[config.mk]
export PLATFORM = sky130hd
export DESIGN_NAME = bqg_mul_unit
export DESIGN_NICKNAME = d
export VERILOG_FILES = /design/src/sv/bqg_pkg.sv /design/src/sv/bqg_mul_unit.sv
export SDC_FILE = /design/constraint.sdc
export NUM_CORES = 2
export LEC_CHECK = 0
export BUFFER_PORTS_ARGS = -buffer_cell sky130_fd_sc_hd__buf_4
export CORE_ASPECT_RATIO = 1.25
export CORE_MARGIN = 2
export CORE_UTILIZATION = 70
export DETAILED_ROUTE_END_ITERATION = 12
export GPL_ROUTABILITY_DRIVEN = 0
export HOLD_SLACK_MARGIN = 0.03
export PLACE_DENSITY = 0.94
export SKIP_LAST_GASP = 1
export SLEW_MARGIN = 30
export SYNTH_ARGS = -nofsm -noshare
export SYNTH_HDL_FRONTEND = slang
export SYNTH_SLANG_ARGS = --single-unit
[constraint.sdc]
create_clock -name clk -period 12.15 [get_ports clk]
set_input_delay 0 -clock clk [delete_from_list [all_inputs] [get_ports clk]]
set_output_delay 0 -clock clk [all_outputs]
set_load 0.005 [all_outputs]
[src/sv/bqg_pkg.sv]
// ----------------------------------------------------------------------------
// bqg_pkg: shared types and constants for the gliding biquad
// Widths, operation codes, coefficient indexes and the structs that pass
// between the sequencer, the coefficient bank and the multiplier unit.
// ----------------------------------------------------------------------------
package bqg_pkg;

    // default parameter values
    localparam int DEF_GLIDE_STEPS    = 256;
    localparam int DEF_COEF_FRAC_BITS = 28;

    // fixed field widths
    localparam int SAMPLE_W        = 32;
    localparam int COEF_W          = 32;
    localparam int NUM_COEF        = 5;
    localparam int IDX_W           = 3;
    localparam int CFG_IDX_W       = 3;
    localparam int OP_W            = 2;
    localparam int SCALE_FRAC_BITS = 16;
    localparam int OPND_W          = COEF_W + 1;
    localparam int PROD_W          = 2 * OPND_W;
    localparam int ACC_W           = 64;

    // operation codes, code 3 behaves as filter only
    typedef enum logic [OP_W-1:0] {
        OP_FILTER = 2'd0,
        OP_LOAD   = 2'd1,
        OP_GLIDE  = 2'd2
    } op_t;

    // coefficient indexes, plus the pipeline drain slot
    localparam logic [IDX_W-1:0] IDX_B0    = 3'd0;
    localparam logic [IDX_W-1:0] IDX_B1    = 3'd1;
    localparam logic [IDX_W-1:0] IDX_B2    = 3'd2;
    localparam logic [IDX_W-1:0] IDX_A1    = 3'd3;
    localparam logic [IDX_W-1:0] IDX_A2    = 3'd4;
    localparam logic [IDX_W-1:0] IDX_DRAIN = 3'd5;

    // channel payloads
    typedef struct packed {
        logic signed [SAMPLE_W-1:0] sample_in;
        logic [OP_W-1:0]            operation;
    } item_t;

    typedef struct packed {
        logic signed [SAMPLE_W-1:0] sample_out;
        logic                       overflow;
        logic                       gliding;
    } result_t;

    // sequencer to coefficient bank
    typedef struct packed {
        logic            apply_op;
        logic [OP_W-1:0] op;
        logic            snap;
        logic            advance;
    } bank_cmd_t;

    // coefficient bank to sequencer
    typedef struct packed {
        logic glide_on;
        logic last_step;
    } bank_stat_t;

    // work issued to the shared multiplier
    typedef struct packed {
        logic             valid;
        logic             upd;
        logic             first;
        logic             sub;
        logic [IDX_W-1:0] idx;
    } mul_tag_t;

    // coefficient write-back from the multiplier unit
    typedef struct packed {
        logic                     en;
        logic [IDX_W-1:0]         idx;
        logic signed [COEF_W-1:0] value;
    } coef_wb_t;

endpackage

[src/sv/bqg_mul_unit.sv]
// ----------------------------------------------------------------------------
// bqg_mul_unit: shared multiplier with accumulator
// One registered 33x33 signed multiply per cycle; the stage after it either
// writes back a glided coefficient or adds to or subtracts from the 64-bit accumulator.
// ----------------------------------------------------------------------------
module bqg_mul_unit
    import bqg_pkg::*;
(
    input  logic                     clk,
    input  logic                     rst_n,
    input  mul_tag_t                 issue,
    input  logic signed [OPND_W-1:0] opnd_a,
    input  logic signed [OPND_W-1:0] opnd_b,
    input  logic signed [COEF_W-1:0] hold_in,
    output coef_wb_t                 wb,
    output logic signed [ACC_W-1:0]  acc
);

    mul_tag_t                 tag_reg;
    logic signed [PROD_W-1:0] prod_reg;
    logic signed [COEF_W-1:0] hold_reg;
    logic signed [ACC_W-1:0]  acc_reg;
    logic signed [ACC_W-1:0]  acc_next;
    logic signed [ACC_W-1:0]  acc_base;
    logic signed [PROD_W-1:0] prod_shift;

    // multiply stage
    always_ff @(posedge clk or negedge rst_n)
    begin
        if (!rst_n)
        begin
            tag_reg <= '0;
        end
        else
        begin
            tag_reg <= issue;
        end
    end

    always_ff @(posedge clk)
    begin
        prod_reg <= opnd_a * opnd_b;
        hold_reg <= hold_in;
        acc_reg  <= acc_next;
    end

    // glide update: c + floor(delta * scale / 2^16)
    assign prod_shift = prod_reg >>> SCALE_FRAC_BITS;
    assign wb.en      = tag_reg.valid && tag_reg.upd;
    assign wb.idx     = tag_reg.idx;
    assign wb.value   = hold_reg + prod_shift[COEF_W-1:0];

    // filter accumulate, wraps modulo 2^64
    always_comb
    begin
        acc_base = tag_reg.first ? '0 : acc_reg;
        acc_next = acc_reg;
        if (tag_reg.valid && !tag_reg.upd)
        begin
            if (tag_reg.sub)
            begin
                acc_next = acc_base - prod_reg[ACC_W-1:0];
            end
            else
            begin
                acc_next = acc_base + prod_reg[ACC_W-1:0];
            end
        end
    end

    assign acc = acc_reg;

endmodule

Word-level counts from Yosys, hierarchy flattened --
Cells that the tools add are included.
Word-level totals: flip-flop bits (word level) 167, word-level logic and storage cells 17, output and inout port bits 100
Cells by class: add/subtract/negate cells 3, multiply operators 1, reductions and logical operators 3, mux-type cells 2
Operators with widths (count):
- 2-to-1 mux 64 bit | 2
- adder 64 bit | 1
- multiplier 33 x 33 -> 64 bit | 1
- subtractor 64 bit | 1
- adder 32 bit | 1
- logical AND 1 bit | 2
- zero test 1 bit | 1

Logic depth before layout (Yosys ltp) --
depth in word-level cells 3, depth in mapped cells 30

Least setup slack after synthesis --
No wires, ideal clock.
path type input to register, start input port opnd_a[32], end register prod_reg[63], buffers on the path 2, slack 4846 ps, data arrival time 7231 ps, data required time 12078 ps, stages 25, cells stage by stage clkbuf_1 nand2_1 inv_1 fa_1 fa_1 fa_1 inv_1 fa_1 inv_1 fa_1 fa_1 fa_1 inv_1 fa_1 inv_1 ha_1 clkbuf_1 a21o_1 a211oi_1 nand3_1 a31o_1 a41oi_2 o21ai_1 a21oi_1 xnor2_1
On the way: word-level cells in the longest chain between the ends 1
RTL lines:
- start: declaration | RTL line bqg_mul_unit.sv:12 | input logic signed [OPND_W-1:0] opnd_a,
- multiplier 33 x 33 -> 64 bit | RTL line bqg_mul_unit.sv:42 | prod_reg <= opnd_a * opnd_b;
- end signal: assignment | RTL line bqg_mul_unit.sv:42
- end: declaration | RTL line bqg_mul_unit.sv:20 | logic signed [PROD_W-1:0] prod_reg;
No other way between the ends. A chain may end at the register's enable or synchronous reset.

Worst setup path in the final report --
start input port opnd_a[14], end register prod_reg[56]
The elaborated chain is that of the path after synthesis.

==> metrics.md <==
| Metric | Value |
|---|---|
| Vias | 40,300 |
| Core Rows | 108 |
| # Post-CTS Setup Buffers | 0 |
| GR Overflow Total | 0 |
| Pins Over Slew Limit | 0 |
| Starting Density | 70.7% |
| Cts bufs inserted | 17 |
| Fmax | 125 MHz |
| Worst reg2reg startpoint | prod_reg[11]$_DFF_P_ |
| Hold WS | 0.162 ns |
| Placed Cells | 6,148 |
| Crit path DAT | 8.39 ns |
| RSZ-0062 raised after global routing | false |
| Core area | 69,300 µm² |
| Number of synthesized flops with an enable pin | 64 |
| Max Cap Viol | 0 |
| CTS root buf | clkbuf_16 |
| Post-Syn Area | 49,000 µm² |
| Setup crit start kind | input pin |
| Post-DR wirelength/cell | 25.7 µm |
| CTS tree | done |
| Cells after Synth | 5,252 |
| Post-synth ARST share | 4.19% |
| Initial antenna violation count | 9 |
| Slew @ Worst Pin | 0.901 ns |
| M1 WL | 42,900 µm |
| Min-delay src | hold_in[24] |
| Die Y-Extent | 300 µm |
| Tot GR Track Use | 47.6% |
| Htree depth | 4 |
| Routed wl met3 | 23,200 µm |
| Worst-path clk slew | 0.08 ns |
| Antenna-violating nets left | 0 |
| Crit path time final | 7.99 ns |
| Synthesized area per cell | 9.33 µm² |
| Fin crit share | 65.8% |
| Hpwl dp | 114,000 µm |
| Setup tns final | 0 ns |
| Router iterations before antenna repair | 9 |
| Largest net degree at the start of global routing | 65 |
| Synth Warn # | 0 |
| PortBufs | 206 |
| Worst setup EP type | flop |
| Commonest non-fill, non-tap cell in the layout | fa_1 |
| Share of cells above drive strength 1 | 5.54% |
| Min-Delay Path Class | in -> reg |
| # setup viols final | 0 |
| Non-Filler Instances | 6,225 |
| CTS max path bufs | 2 |
| Met2 WL | 72,900 µm |
| # nets final | 6,814 |
| R2R Path End | acc[62]$_DFFE_PP_ |
| Die area | 72,100 µm² |
| R2R setup slack | 6.64 ns |
| 1st-iter DRT viols | 5,140 |
| Top sig layer | met5 |
| Die Wd | 241 µm |
| Vias in the first global route | 46,200 |
| Area delta synth->final | 5.75% |
| Max FO, Critical Path | 33 |
| Outcome | complete, no violations |
| Relative slew slack | 40.0% |
| Post-CTS Resized | 0 |
| DRC Markers | 0 |
| R2R cell count | 19 |
| Setup CP Type | in -> reg |
| Final Hold Fails | 0 |
| Sequential fraction of the synthesis area | 8.20% |
| Synth cell types | 91 |
| Ys flop type | dfxtp_1 |
| Mapped Nets | 6,793 |
| # IOs | 207 |
| Clock sink count | 167 |
| Min-Delay Endpoint | hold_reg[24]$_DFF_P_ |
| Fillers | 4,072 |
| First-pass GRT wire length | 254,000 µm |
| Commonest non-fill, non-tap cells in the layout | fa_1, inv_1, nand2_1 |
| Hold Path Stages | 2 |
| Skew final | 0.0204 ns |
| Req. time, crit path | 12.55 ns |
| Routed WL | 160,000 µm |
| Vias/cell | 6.48 |
| Clk Latency, worst-skew pair | 0.47 ns |
| #FFs+latches synth | 167 |
## cell usage after synthesis (5+ instances only)
library cell,count,area share (%)
nand4_1,22,0.28
nor2b_1,106,1.4
o21ai_1,7,0.071
fa_1,1127,46
buf_2,8,0.082
nand2b_1,26,0.33
dfrtp_1,7,0.36
inv_1,1089,8.3
o221ai_1,5,0.089
a221o_1,6,0.12
nand2_1,603,4.6
dfxtp_1,96,3.9
clkbuf_1,235,1.8
a21oi_2,6,0.11
and3_1,22,0.28
or3_1,11,0.14
a21oi_1,188,1.9
xor2_1,58,1.0
and2_1,556,7.1
a31oi_1,25,0.32
ha_1,307,7.8
nand3_1,36,0.37
o21ai_0,57,0.58
xnor2_1,171,3.1
nor4_1,8,0.10
a21o_1,90,1.4
o21bai_1,22,0.34
o21a_1,17,0.26
nor2_1,114,0.87
o211ai_1,9,0.14
a31o_2,5,0.089
a211oi_1,13,0.20
nor3_1,34,0.35
and4_1,5,0.089
o31ai_1,7,0.11
edfxtp_1,64,3.9
## logic make-up (layout without fill, tap and decap cells)
kind of cell	count (synthesis)	after routing	share of synthesized area, %
buffers and inverters	1336	1370	10.3
adders and majority gates	1434	1434	53.9
DFF	167	167	8.20
AOI/OAI and AO/OA	521	521	7.21
other	0	4	0
and+or+nand+nor	1563	1563	16.3
xor gates and xnor gates	230	230	4.13
muxes	1	1	0.0204
## per-stage QoR
step,instance area [µm²],setup slack (ns),util (%)
floorplan,49000,4.85,-
global placement,50800,4.35,73.3
detailed placement,50800,3.83,73.3
CTS,51800,4.30,74.7
global route,51800,3.97,74.7
finish,51800,4.16,74.8
## per-layer routing
metal  vias to the layer above  GRT usage (%)
met5                         -           2.42
met4                        14           46.6
met3                      1606           23.9
met2                      3494           72.2
met1                     19400           45.8
li1                      15800              -
## critical path: stages
cell	delay (ns)
buf_4	0.46
and2_1	0.24
fa_1	0.44
fa_1	0.55
fa_1	0.43
inv_1	0.29
fa_1	0.50
fa_1	0.53
inv_1	0.06
fa_1	0.61
fa_1	0.54
inv_1	0.05
fa_1	0.48
inv_1	0.04
ha_1	0.37
a21oi_1	0.31
o21ai_0	0.20
a21oi_1	0.19
o31ai_1	0.14
o31ai_1	0.63
a21oi_1	0.18
nand2b_1	0.22
a221o_1	0.35
a21o_1	0.20
a21oi_1	0.18
xnor2_1	0.13
## repair_timing
action | in CTS | in global routing
endpoints found under the hold margin | 46 | 0
hold buffers | 41 | 0
setup endpoints to repair | 0 | 0
## final cells by class
type	instances	area, µm²	share of cell area, %
flip-flops and latches	167	4020	7.77
well taps	935	1170	2.26
inverters	1089	4090	7.89
multi-input cells	3749	40000	77.1
clock buffers	18	439	0.847
diodes	4	10.0	0.0193
repair buffers	249	1970	3.81
clock inverters	14	161	0.311
## how the worst max path moves through the flow
| stage | start | slack (ns) | endpoint |
|---|---|---|---|
| 2_1_floorplan | opnd_a[32] | 4.85 | prod_reg[63]$_DFF_P_ |
| 3_3_place_gp | opnd_b[0] | 4.35 | prod_reg[56]$_DFF_P_ |
| 3_5_place_dp | opnd_b[0] | 3.83 | prod_reg[61]$_DFF_P_ |
| 4_1_cts | opnd_a[32] | 4.30 | prod_reg[61]$_DFF_P_ |
| 5_1_grt | opnd_a[18] | 3.97 | prod_reg[63]$_DFF_P_ |
| 6_report | opnd_a[14] | 4.16 | prod_reg[56]$_DFF_P_ |
Power is left out: the tool's default activity adds up to more than one toggle a clock period on the data nets, which glitch-free logic cannot reach.
