`src/sv/bqg_pkg.sv`:
```
// ----------------------------------------------------------------------------
// bqg_pkg: shared types and constants for the gliding biquad
// Widths, operation codes, coefficient indexes and the structs that pass
// between the sequencer, the coefficient bank and the multiplier unit.
// ----------------------------------------------------------------------------
package bqg_pkg;

    // default parameter values
    localparam int DEF_GLIDE_STEPS    = 256;
    localparam int DEF_COEF_FRAC_BITS = 28;

    // fixed field widths
    localparam int SAMPLE_W        = 32;
    localparam int COEF_W          = 32;
    localparam int NUM_COEF        = 5;
    localparam int IDX_W           = 3;
    localparam int CFG_IDX_W       = 3;
    localparam int OP_W            = 2;
    localparam int SCALE_FRAC_BITS = 16;
    localparam int OPND_W          = COEF_W + 1;
    localparam int PROD_W          = 2 * OPND_W;
    localparam int ACC_W           = 64;

    // operation codes, code 3 behaves as filter only
    typedef enum logic [OP_W-1:0] {
        OP_FILTER = 2'd0,
        OP_LOAD   = 2'd1,
        OP_GLIDE  = 2'd2
    } op_t;

    // coefficient indexes, plus the pipeline drain slot
    localparam logic [IDX_W-1:0] IDX_B0    = 3'd0;
    localparam logic [IDX_W-1:0] IDX_B1    = 3'd1;
    localparam logic [IDX_W-1:0] IDX_B2    = 3'd2;
    localparam logic [IDX_W-1:0] IDX_A1    = 3'd3;
    localparam logic [IDX_W-1:0] IDX_A2    = 3'd4;
    localparam logic [IDX_W-1:0] IDX_DRAIN = 3'd5;

    // channel payloads
    typedef struct packed {
        logic signed [SAMPLE_W-1:0] sample_in;
        logic [OP_W-1:0]            operation;
    } item_t;

    typedef struct packed {
        logic signed [SAMPLE_W-1:0] sample_out;
        logic                       overflow;
        logic                       gliding;
    } result_t;

    // sequencer to coefficient bank
    typedef struct packed {
        logic            apply_op;
        logic [OP_W-1:0] op;
        logic            snap;
        logic            advance;
    } bank_cmd_t;

    // coefficient bank to sequencer
    typedef struct packed {
        logic glide_on;
        logic last_step;
    } bank_stat_t;

    // work issued to the shared multiplier
    typedef struct packed {
        logic             valid;
        logic             upd;
        logic             first;
        logic             sub;
        logic [IDX_W-1:0] idx;
    } mul_tag_t;

    // coefficient write-back from the multiplier unit
    typedef struct packed {
        logic                     en;
        logic [IDX_W-1:0]         idx;
        logic signed [COEF_W-1:0] value;
    } coef_wb_t;

endpackage

```
`src/sv/bqg_coef_bank.sv`:
```
// ----------------------------------------------------------------------------
// bqg_coef_bank: coefficient storage and glide position
// Holds the target registers, glide targets, active coefficients and the
// glide step with its scale, kept by a running quotient and remainder.
// ----------------------------------------------------------------------------
module bqg_coef_bank
    import bqg_pkg::*;
#(
    parameter int GLIDE_STEPS = DEF_GLIDE_STEPS
)(
    input  logic                     clk,
    input  logic                     rst_n,
    input  logic                     cfg_we,
    input  logic [CFG_IDX_W-1:0]     cfg_index,
    input  logic [COEF_W-1:0]        cfg_data,
    input  bank_cmd_t                cmd,
    input  coef_wb_t                 wb,
    input  logic [IDX_W-1:0]         rd_idx,
    output logic signed [COEF_W-1:0] coef,
    output logic signed [COEF_W-1:0] target,
    output logic [SCALE_FRAC_BITS-1:0] scale,
    output bank_stat_t               stat
);

    localparam int STEP_W  = $clog2(GLIDE_STEPS);
    localparam int REM_W   = STEP_W + 1;
    localparam int SCALE_Q = (1 << SCALE_FRAC_BITS) / GLIDE_STEPS;
    localparam int SCALE_R = (1 << SCALE_FRAC_BITS) % GLIDE_STEPS;
    localparam logic [STEP_W-1:0] LAST_STEP = STEP_W'(GLIDE_STEPS - 1);

    logic signed [COEF_W-1:0] tgt_cfg_reg   [NUM_COEF];
    logic signed [COEF_W-1:0] glide_tgt_reg [NUM_COEF];
    logic signed [COEF_W-1:0] active_reg    [NUM_COEF];
    logic [STEP_W-1:0]          step_reg;
    logic [STEP_W-1:0]          step_next;
    logic [SCALE_FRAC_BITS-1:0] scale_reg;
    logic [SCALE_FRAC_BITS-1:0] scale_next;
    logic [REM_W-1:0]           rem_reg;
    logic [REM_W-1:0]           rem_next;
    logic [REM_W-1:0]           rem_sum;
    logic                       glide_on_reg;

    // read port for the sequencer, drain slot reads zero
    always_comb
    begin
        coef   = '0;
        target = '0;
        if (rd_idx < IDX_W'(NUM_COEF))
        begin
            coef   = active_reg[rd_idx];
            target = glide_tgt_reg[rd_idx];
        end
    end

    assign scale          = scale_reg;
    assign stat.glide_on  = glide_on_reg;
    assign stat.last_step = (step_reg == LAST_STEP);

    // scale = floor(step * 2^16 / steps), stepped without a divider
    always_comb
    begin
        step_next = step_reg + STEP_W'(1);
        rem_sum   = rem_reg + REM_W'(SCALE_R);
        if (rem_sum >= REM_W'(GLIDE_STEPS))
        begin
            rem_next   = rem_sum - REM_W'(GLIDE_STEPS);
            scale_next = scale_reg + SCALE_FRAC_BITS'(SCALE_Q + 1);
        end
        else
        begin
            rem_next   = rem_sum;
            scale_next = scale_reg + SCALE_FRAC_BITS'(SCALE_Q);
        end
    end

    // coefficient and glide state
    always_ff @(posedge clk or negedge rst_n)
    begin
        if (!rst_n)
        begin
            for (int i = 0; i < NUM_COEF; i++)
            begin
                tgt_cfg_reg[i]   <= '0;
                glide_tgt_reg[i] <= '0;
                active_reg[i]    <= '0;
            end
            step_reg     <= '0;
            scale_reg    <= '0;
            rem_reg      <= '0;
            glide_on_reg <= 1'b0;
        end
        else
        begin
            // target register writes, unknown indexes dropped
            if (cfg_we && (cfg_index < CFG_IDX_W'(NUM_COEF)))
            begin
                tgt_cfg_reg[cfg_index] <= cfg_data;
            end

            if (cmd.apply_op)
            begin
                case (cmd.op)
                    OP_LOAD:
                    begin
                        for (int i = 0; i < NUM_COEF; i++)
                        begin
                            active_reg[i]    <= tgt_cfg_reg[i];
                            glide_tgt_reg[i] <= tgt_cfg_reg[i];
                        end
                        step_reg     <= '0;
                        scale_reg    <= '0;
                        rem_reg      <= '0;
                        glide_on_reg <= 1'b0;
                    end
                    OP_GLIDE:
                    begin
                        for (int i = 0; i < NUM_COEF; i++)
                        begin
                            glide_tgt_reg[i] <= tgt_cfg_reg[i];
                        end
                        step_reg     <= '0;
                        scale_reg    <= '0;
                        rem_reg      <= '0;
                        glide_on_reg <= 1'b1;
                    end
                    default:
                    begin
                    end
                endcase
            end
            else if (cmd.snap)
            begin
                // final glide step lands exactly on the targets
                for (int i = 0; i < NUM_COEF; i++)
                begin
                    active_reg[i] <= glide_tgt_reg[i];
                end
                step_reg     <= '0;
                scale_reg    <= '0;
                rem_reg      <= '0;
                glide_on_reg <= 1'b0;
            end
            else if (cmd.advance)
            begin
                step_reg  <= step_next;
                scale_reg <= scale_next;
                rem_reg   <= rem_next;
            end

            // glided coefficient write-back
            if (wb.en)
            begin
                active_reg[wb.idx] <= wb.value;
            end
        end
    end

    // glide position is at rest whenever no glide runs
    a_step_rest: assert property (@(posedge clk) disable iff (!rst_n)
        !glide_on_reg |-> (step_reg == '0))
        else $error("glide step nonzero with no glide running");

    // scale tracks the step from its zero point
    a_scale_zero: assert property (@(posedge clk) disable iff (!rst_n)
        (step_reg == '0) |-> (scale_reg == '0) && (rem_reg == '0))
        else $error("glide scale out of step with counter");

endmodule

```
`config.mk`:
```
export PLATFORM = sky130hd
export DESIGN_NAME = bqg_coef_bank
export DESIGN_NICKNAME = d
export VERILOG_FILES = /design/src/sv/bqg_pkg.sv /design/src/sv/bqg_coef_bank.sv
export SDC_FILE = /design/constraint.sdc
export NUM_CORES = 1
export LEC_CHECK = 0
export BUFFER_PORTS_ARGS = -buffer_cell sky130_fd_sc_hd__buf_2
export CAP_MARGIN = 20
export CORE_UTILIZATION = 61
export DETAILED_ROUTE_END_ITERATION = 6
export PLACE_DENSITY_LB_ADDON = 0.3
export SYNTH_ARGS = -nofsm -noshare
export SYNTH_HDL_FRONTEND = slang
export SYNTH_SLANG_ARGS = --single-unit
```
`constraint.sdc`:
```
create_clock -name clk -period 2.45 [get_ports clk]
set_clock_uncertainty 0.2 [all_clocks]
set_input_delay 0 -clock clk [delete_from_list [all_inputs] [get_ports clk]]
set_output_delay 0 -clock clk [all_outputs]
set_load 0.1 [all_outputs]
```
Word-level counts from Yosys, hierarchy flattened
Index checks and enable logic that the tools add are counted.
- add/sub/neg operators: 4
- multiply operators: 0
- divide/modulo/power cells: 0
- $lt $le $gt $ge: 8
- eq/ne operators: 5
- shift-type cells: 0
- muxes and demuxes: 35
- bitwise logic cells: 3
- reduce and logical (&&, ||, !) cells: 11
- operators with widths (kind ; count):
    $mux 160 ; 4
    $bwmux 160 ; 2
    $mux 32 ; 8
    $bmux 32 s3 ; 2
    $demux 32 s3 ; 2
    $mux 16 ; 5
    $mux 9 ; 5
    $add 16x9->16 const B ; 2
    $mux 8 ; 4
    $ge 4x4->1 const B ; 3
    $not 3->4 ; 3
    $ge 9x9->1 const B ; 1
    $sub 9x9->9 const B ; 1
    $add 8x1->8 const B ; 1
    $eq 8x8->1 const B ; 1
    $lt 4x1->1 const B ; 2
    $lt 3x3->1 const B ; 2
    $reduce_and 2->1 ; 3
    $reduce_bool 3->1 ; 2
    $logic_and 1x1->1 ; 3
    $ne 3x1->1 const B ; 1
    $reduce_and 3->1 ; 1
    $eq 2x1->1 const B ; 1
    $eq 2x2->1 const B ; 1
    other kinds (5) ; 6
- register bits after elaboration: 514
- bits in latches: 0
- RAM bits: 0
- memory bits (read-only): 0
- input bits: 82
- output and inout bits: 82
- logic and storage cells: 85
- memories kept: 0

Longest topological paths before layout
- word-level depth: 7
- depth in mapped cells: 8

Least setup slack after synthesis
No wires, ideal clock.
- path kind: register -> register
- start point: reg scale_reg[0] (netlist: scale[0])
- end point: reg scale_reg[12] (netlist: scale[12])
- library setup time: 0.077 ns
- arrival: 2.254 ns
- required time: 2.173 ns
- setup slack: -0.081 ns
- stages on the path, launching flop included: 6
- period minus slack after synthesis: 2.531 ns
- cell sequence: dfrtp_1 > ha_1 > and4_1 > a31oi_4 > or4_1 > a21oi_1
- word-level cells in the longest chain between the ends: 5
- RTL lines (what ; RTL line ; RTL):
    start, declared ; bqg_coef_bank.sv:36 ; logic [SCALE_FRAC_BITS-1:0] scale_reg;
    start signal, assigned ; bqg_coef_bank.sv:146 ; scale_reg <= scale_next;
    $add 16x9->16, on equally long branches ; bqg_coef_bank.sv:72, bqg_coef_bank.sv:67 ;
    $mux 16 (*) ; bqg_coef_bank.sv:64 ; if (rem_sum >= REM_W'(GLIDE_STEPS))
    $mux 16 (*) ; bqg_coef_bank.sv:143 ; else if (cmd.advance)
    $mux 16 (*) ; bqg_coef_bank.sv:131 ; else if (cmd.snap)
    $mux 16 (*) ; bqg_coef_bank.sv:100 ; if (cmd.apply_op)
Every way passes the cells marked *; elsewhere a longest branch is shown, timed or not. The select of a mux whose other input is x is not followed.
A chain may end at the register's enable or synchronous reset.

Worst setup path after layout
- start point: in cfg_index[0]
- end point: reg tgt_cfg_reg[127] (netlist name)
- word-level cells in the longest chain between the ends: 6
- RTL lines (what ; RTL line ; RTL):
    start, declared ; bqg_coef_bank.sv:14 ; input logic [CFG_IDX_W-1:0] cfg_index,
    $not 3->4 (implied by the code) ; bqg_coef_bank.sv:97 ; tgt_cfg_reg[cfg_index] <= cfg_data;
    $ge 4x4->1 (implied by the code) / $lt 4x1->1 (equally long branches) ; bqg_coef_bank.sv:97 ;
    $logic_and 1x1->1 (implied by the code) ; bqg_coef_bank.sv:97 ;
    $mux 32 (implied by the code) ; bqg_coef_bank.sv:97 ;
    $demux 32 s3 ; bqg_coef_bank.sv:97 ;
    $bwmux 160 ; bqg_coef_bank.sv:97 ;
    end signal, assigned by index ; bqg_coef_bank.sv:97 ;
    end, declared ; bqg_coef_bank.sv:31 ; logic signed [COEF_W-1:0] tgt_cfg_reg [NUM_COEF];
Several ways; a longest one is shown, not always the timed one.

==> flow_summary.yaml <==
global_route:
  grt_max_degree: 81
  first_global_vias: 19208
  antenna_found_initial: 2
  grt_pass1_wl_mm: 101
  grt-ovfl-total: 0
  grt_use_total_pct: 32.7
worst_hold_path:
  min_path_type: "in -> reg"
  hold_path_depth: 4
  worstHoldStart: "wb[30]"
  min_to: "active_reg[94]"
timing:
  relSlewSlack_pct: 50.2
  final_hold_viol_count: 0
  min_period_over_period_pct: 96.9
  worstMarginPinSlew_ps: 747
  setup_violations: 0
  rsz0062_at_grt: "no"
  report.final.slew_viol_count: 0
  fin_crit_ps: 2370
  worst_slack_ps: 77.0
  finalSetupTns_ps: 0
  clock.fmax_mhz: 421
layout:
  nets: 2380
  final_cells: 2842
  nFillCells: 2377
  drive_gt1_share_pct: 29.8
  final_common_cell: "dfrtp_1"
  mostFrequentLayoutCells: "dfrtp_1, mux2_2, nor2_1, nand2_1"
  syn2layout_area_growth_pct: 23.2
routing:
  routedWlPerCell_um: 22.4
  vias: 18427
  via_per_inst: 6.48
  detail-route-antenna-nets: 0
  wirelength_mm: 63.6
  drt_iter0_drc: 1468
  dr.pass1.iters: 5
  drc: 0
floorplanning:
  dieArea_mm2: 0.0396
  design.core.area_mm2: 0.0379
  fp.dieH_um: 199
  ios: 164
  die_w_um: 199
  start_util_pct: 62.4
  rows: 71
synth:
  syn-cell-area_mm2: 0.0237
  synthFlopType: "dfrtp_1"
  syn_avg_cell_area_um2: 11.2
  async_flop_share_pct: 100
  synth_cells: 2103
  synth_edf_count: 0
  ys_seq_area_share_pct: 53.5
  ys_warn_count: 0
  synth_nets: 2191
  synthDistinctLibCells: 44
  synth-seq-cells: 506
critical_path:
  start_kind: "input port"
  reg2reg_to: "scale[14]"
  crit_path_max_incr_delay_ps: 580
  path_cells: "dlygate4sd3_1, buf_2, nand2_1, dlygate4sd3_1, nor3_4, clkbuf_16, mux2_2, dlygate4sd3_1"
  critPathBufInv: 5
  endpoint_kind: "register"
  critical-path-top-delay-family: "buffers and inverters"
  worstPathRequired_ps: 2730
  critPathArrivalTime_ps: 2650
  reg2reg_from: "scale[0]"
  reg2reg_depth: 5
  worstSetupPathType: "in -> reg"
  path_common_cell: "dlygate4sd3_1"
  worst_path_max_delay_cell: "dlygate4sd3_1"
  cp_max_fo: 4
  ff2ff_setup_slack_ps: 460
place:
  dp.final_hpwl_mm: 35.8
  portBuffers: 163
  dp_cells: 2656
  gp_congestion: 0.819
  post-place-ws_ps: 346
run_status:
  status: "complete, no violations"
clocking:
  root_buffer: "clkbuf_16"
  cts.sinks: 506
  cts.path.max_buffers: 3
  clock_latency_ps: 590
  clk_pin_slew_ps: 60
  cts_tree: "yes"
  cts_buffers: 51
  ctsHtreeMaxLevel: 2
power_and_ir_drop:
  ir_worst_vdd_mv: 0.676
  p_leak_nw: 12.3
  p_per_area_mw_per_mm2: 949
job:
  cap_violations: 0
[worst max-delay path by stage]
| stage | start | endpoint | cells past startpoint |
|---|---|---|---|
| 2_1_floorplan | scale[2] | scale[13] | 5 |
| 3_3_place_gp | cmd[2] | scale[15] | 7 |
| 3_5_place_dp | cmd[2] | scale[15] | 7 |
| 4_1_cts | cfg_index[0] | tgt_cfg_reg[127] | 8 |
| 5_1_grt | wb[35] | active_reg[65] | 9 |
| 6_report | cfg_index[0] | tgt_cfg_reg[127] | 8 |
[layer usage]
layer / part of all wire [%] / track usage, %
met3: 7.0 / 4.61
met2: 50 / 56.1
met1: 40 / 42.2
met4: 2.8 / 12.6
met5: 0 / 0
[synth_stat cells, types with 2 or more instances]
cell type	n	share of area, %
nor4_1	5	0.13
nand2b_1	7	0.19
buf_1	19	0.30
or2_2	2	0.053
buf_6	4	0.19
clkbuf_1	77	1.2
o22ai_1	224	5.9
or4_1	4	0.13
nor3_1	2	0.042
xor2_1	3	0.11
nand2_1	179	2.8
nor3b_2	2	0.11
o31ai_1	164	5.2
buf_4	13	0.41
and2_1	2	0.053
nor3_2	4	0.17
nand4_1	5	0.13
or3_1	8	0.21
and3_2	2	0.063
a31oi_4	2	0.18
nand4b_1	2	0.074
xnor2_1	7	0.26
nor2_1	238	3.8
mux2_2	319	15
a21oi_1	74	1.6
dfrtp_1	506	54
and4_1	2	0.074
o21ai_0	13	0.28
inv_1	4	0.063
buf_2	53	1.1
nor2b_1	3	0.079
mux2i_1	130	5.5
nand3_1	8	0.17
ha_1	6	0.32
[what timing repair did]
action                     CTS  global route
resized for setup            0             2
setup endpoints to repair    0             1
hold endpoints to repair   846             0
hold buffers                90             0
buffers inserted             0             3
[metrics by stage]
stage          cell area [µm²]  util [%]  hold WS (ps)  power [mW]
2_1_floorplan            24000         -          -496        17.2
3_3_place_gp             26500      69.9          -193        19.4
3_5_place_dp             26500      69.9          -188        19.8
4_1_cts                  29100      76.7          8.46        27.7
5_1_grt                  29100      76.8          39.7        28.8
6_report                 29100      76.8          36.2        27.7
[power by group]
| group | total [mW] | switching, mW | internal (mW) |
|---|---|---|---|
| clock network | 7.77 | 3.21 | 4.55 |
| registers | 12.2 | 1.59 | 10.6 |
| logic | 7.73 | 4.22 | 3.51 |
[area by class of cell]
class                      count  area [µm²]  share of cell area (%)
antenna                        2        5.00                  0.0172
clock buffer                  83        1610                    5.52
clock inverter                 7        60.1                   0.206
inverter                       4        15.0                  0.0515
multi-input combinational   1427       10700                    36.7
sequential                   506       12700                    43.5
tap                          511         639                    2.19
timing repair buffer         302        3450                    11.8
[logic make-up after synthesis]
kind of cell / count (synthesis) / synth area share [%]
DFF: 506 / 53.5
and+or+nand+nor: 479 / 8.42
muxes: 450 / 20.7
AOI/OAI and AO/OA: 482 / 13.3
xor gates and xnor gates: 10 / 0.370
buffers and inverters: 170 / 3.31
adders and majority gates: 6 / 0.317
[tightest hold or removal path: cells and delay by family]
kind	cells	cell delay (ps)
compound gates	1	60
buf+inv	2	670
simple gates	1	60
Power figures use the tool's default switching activity.
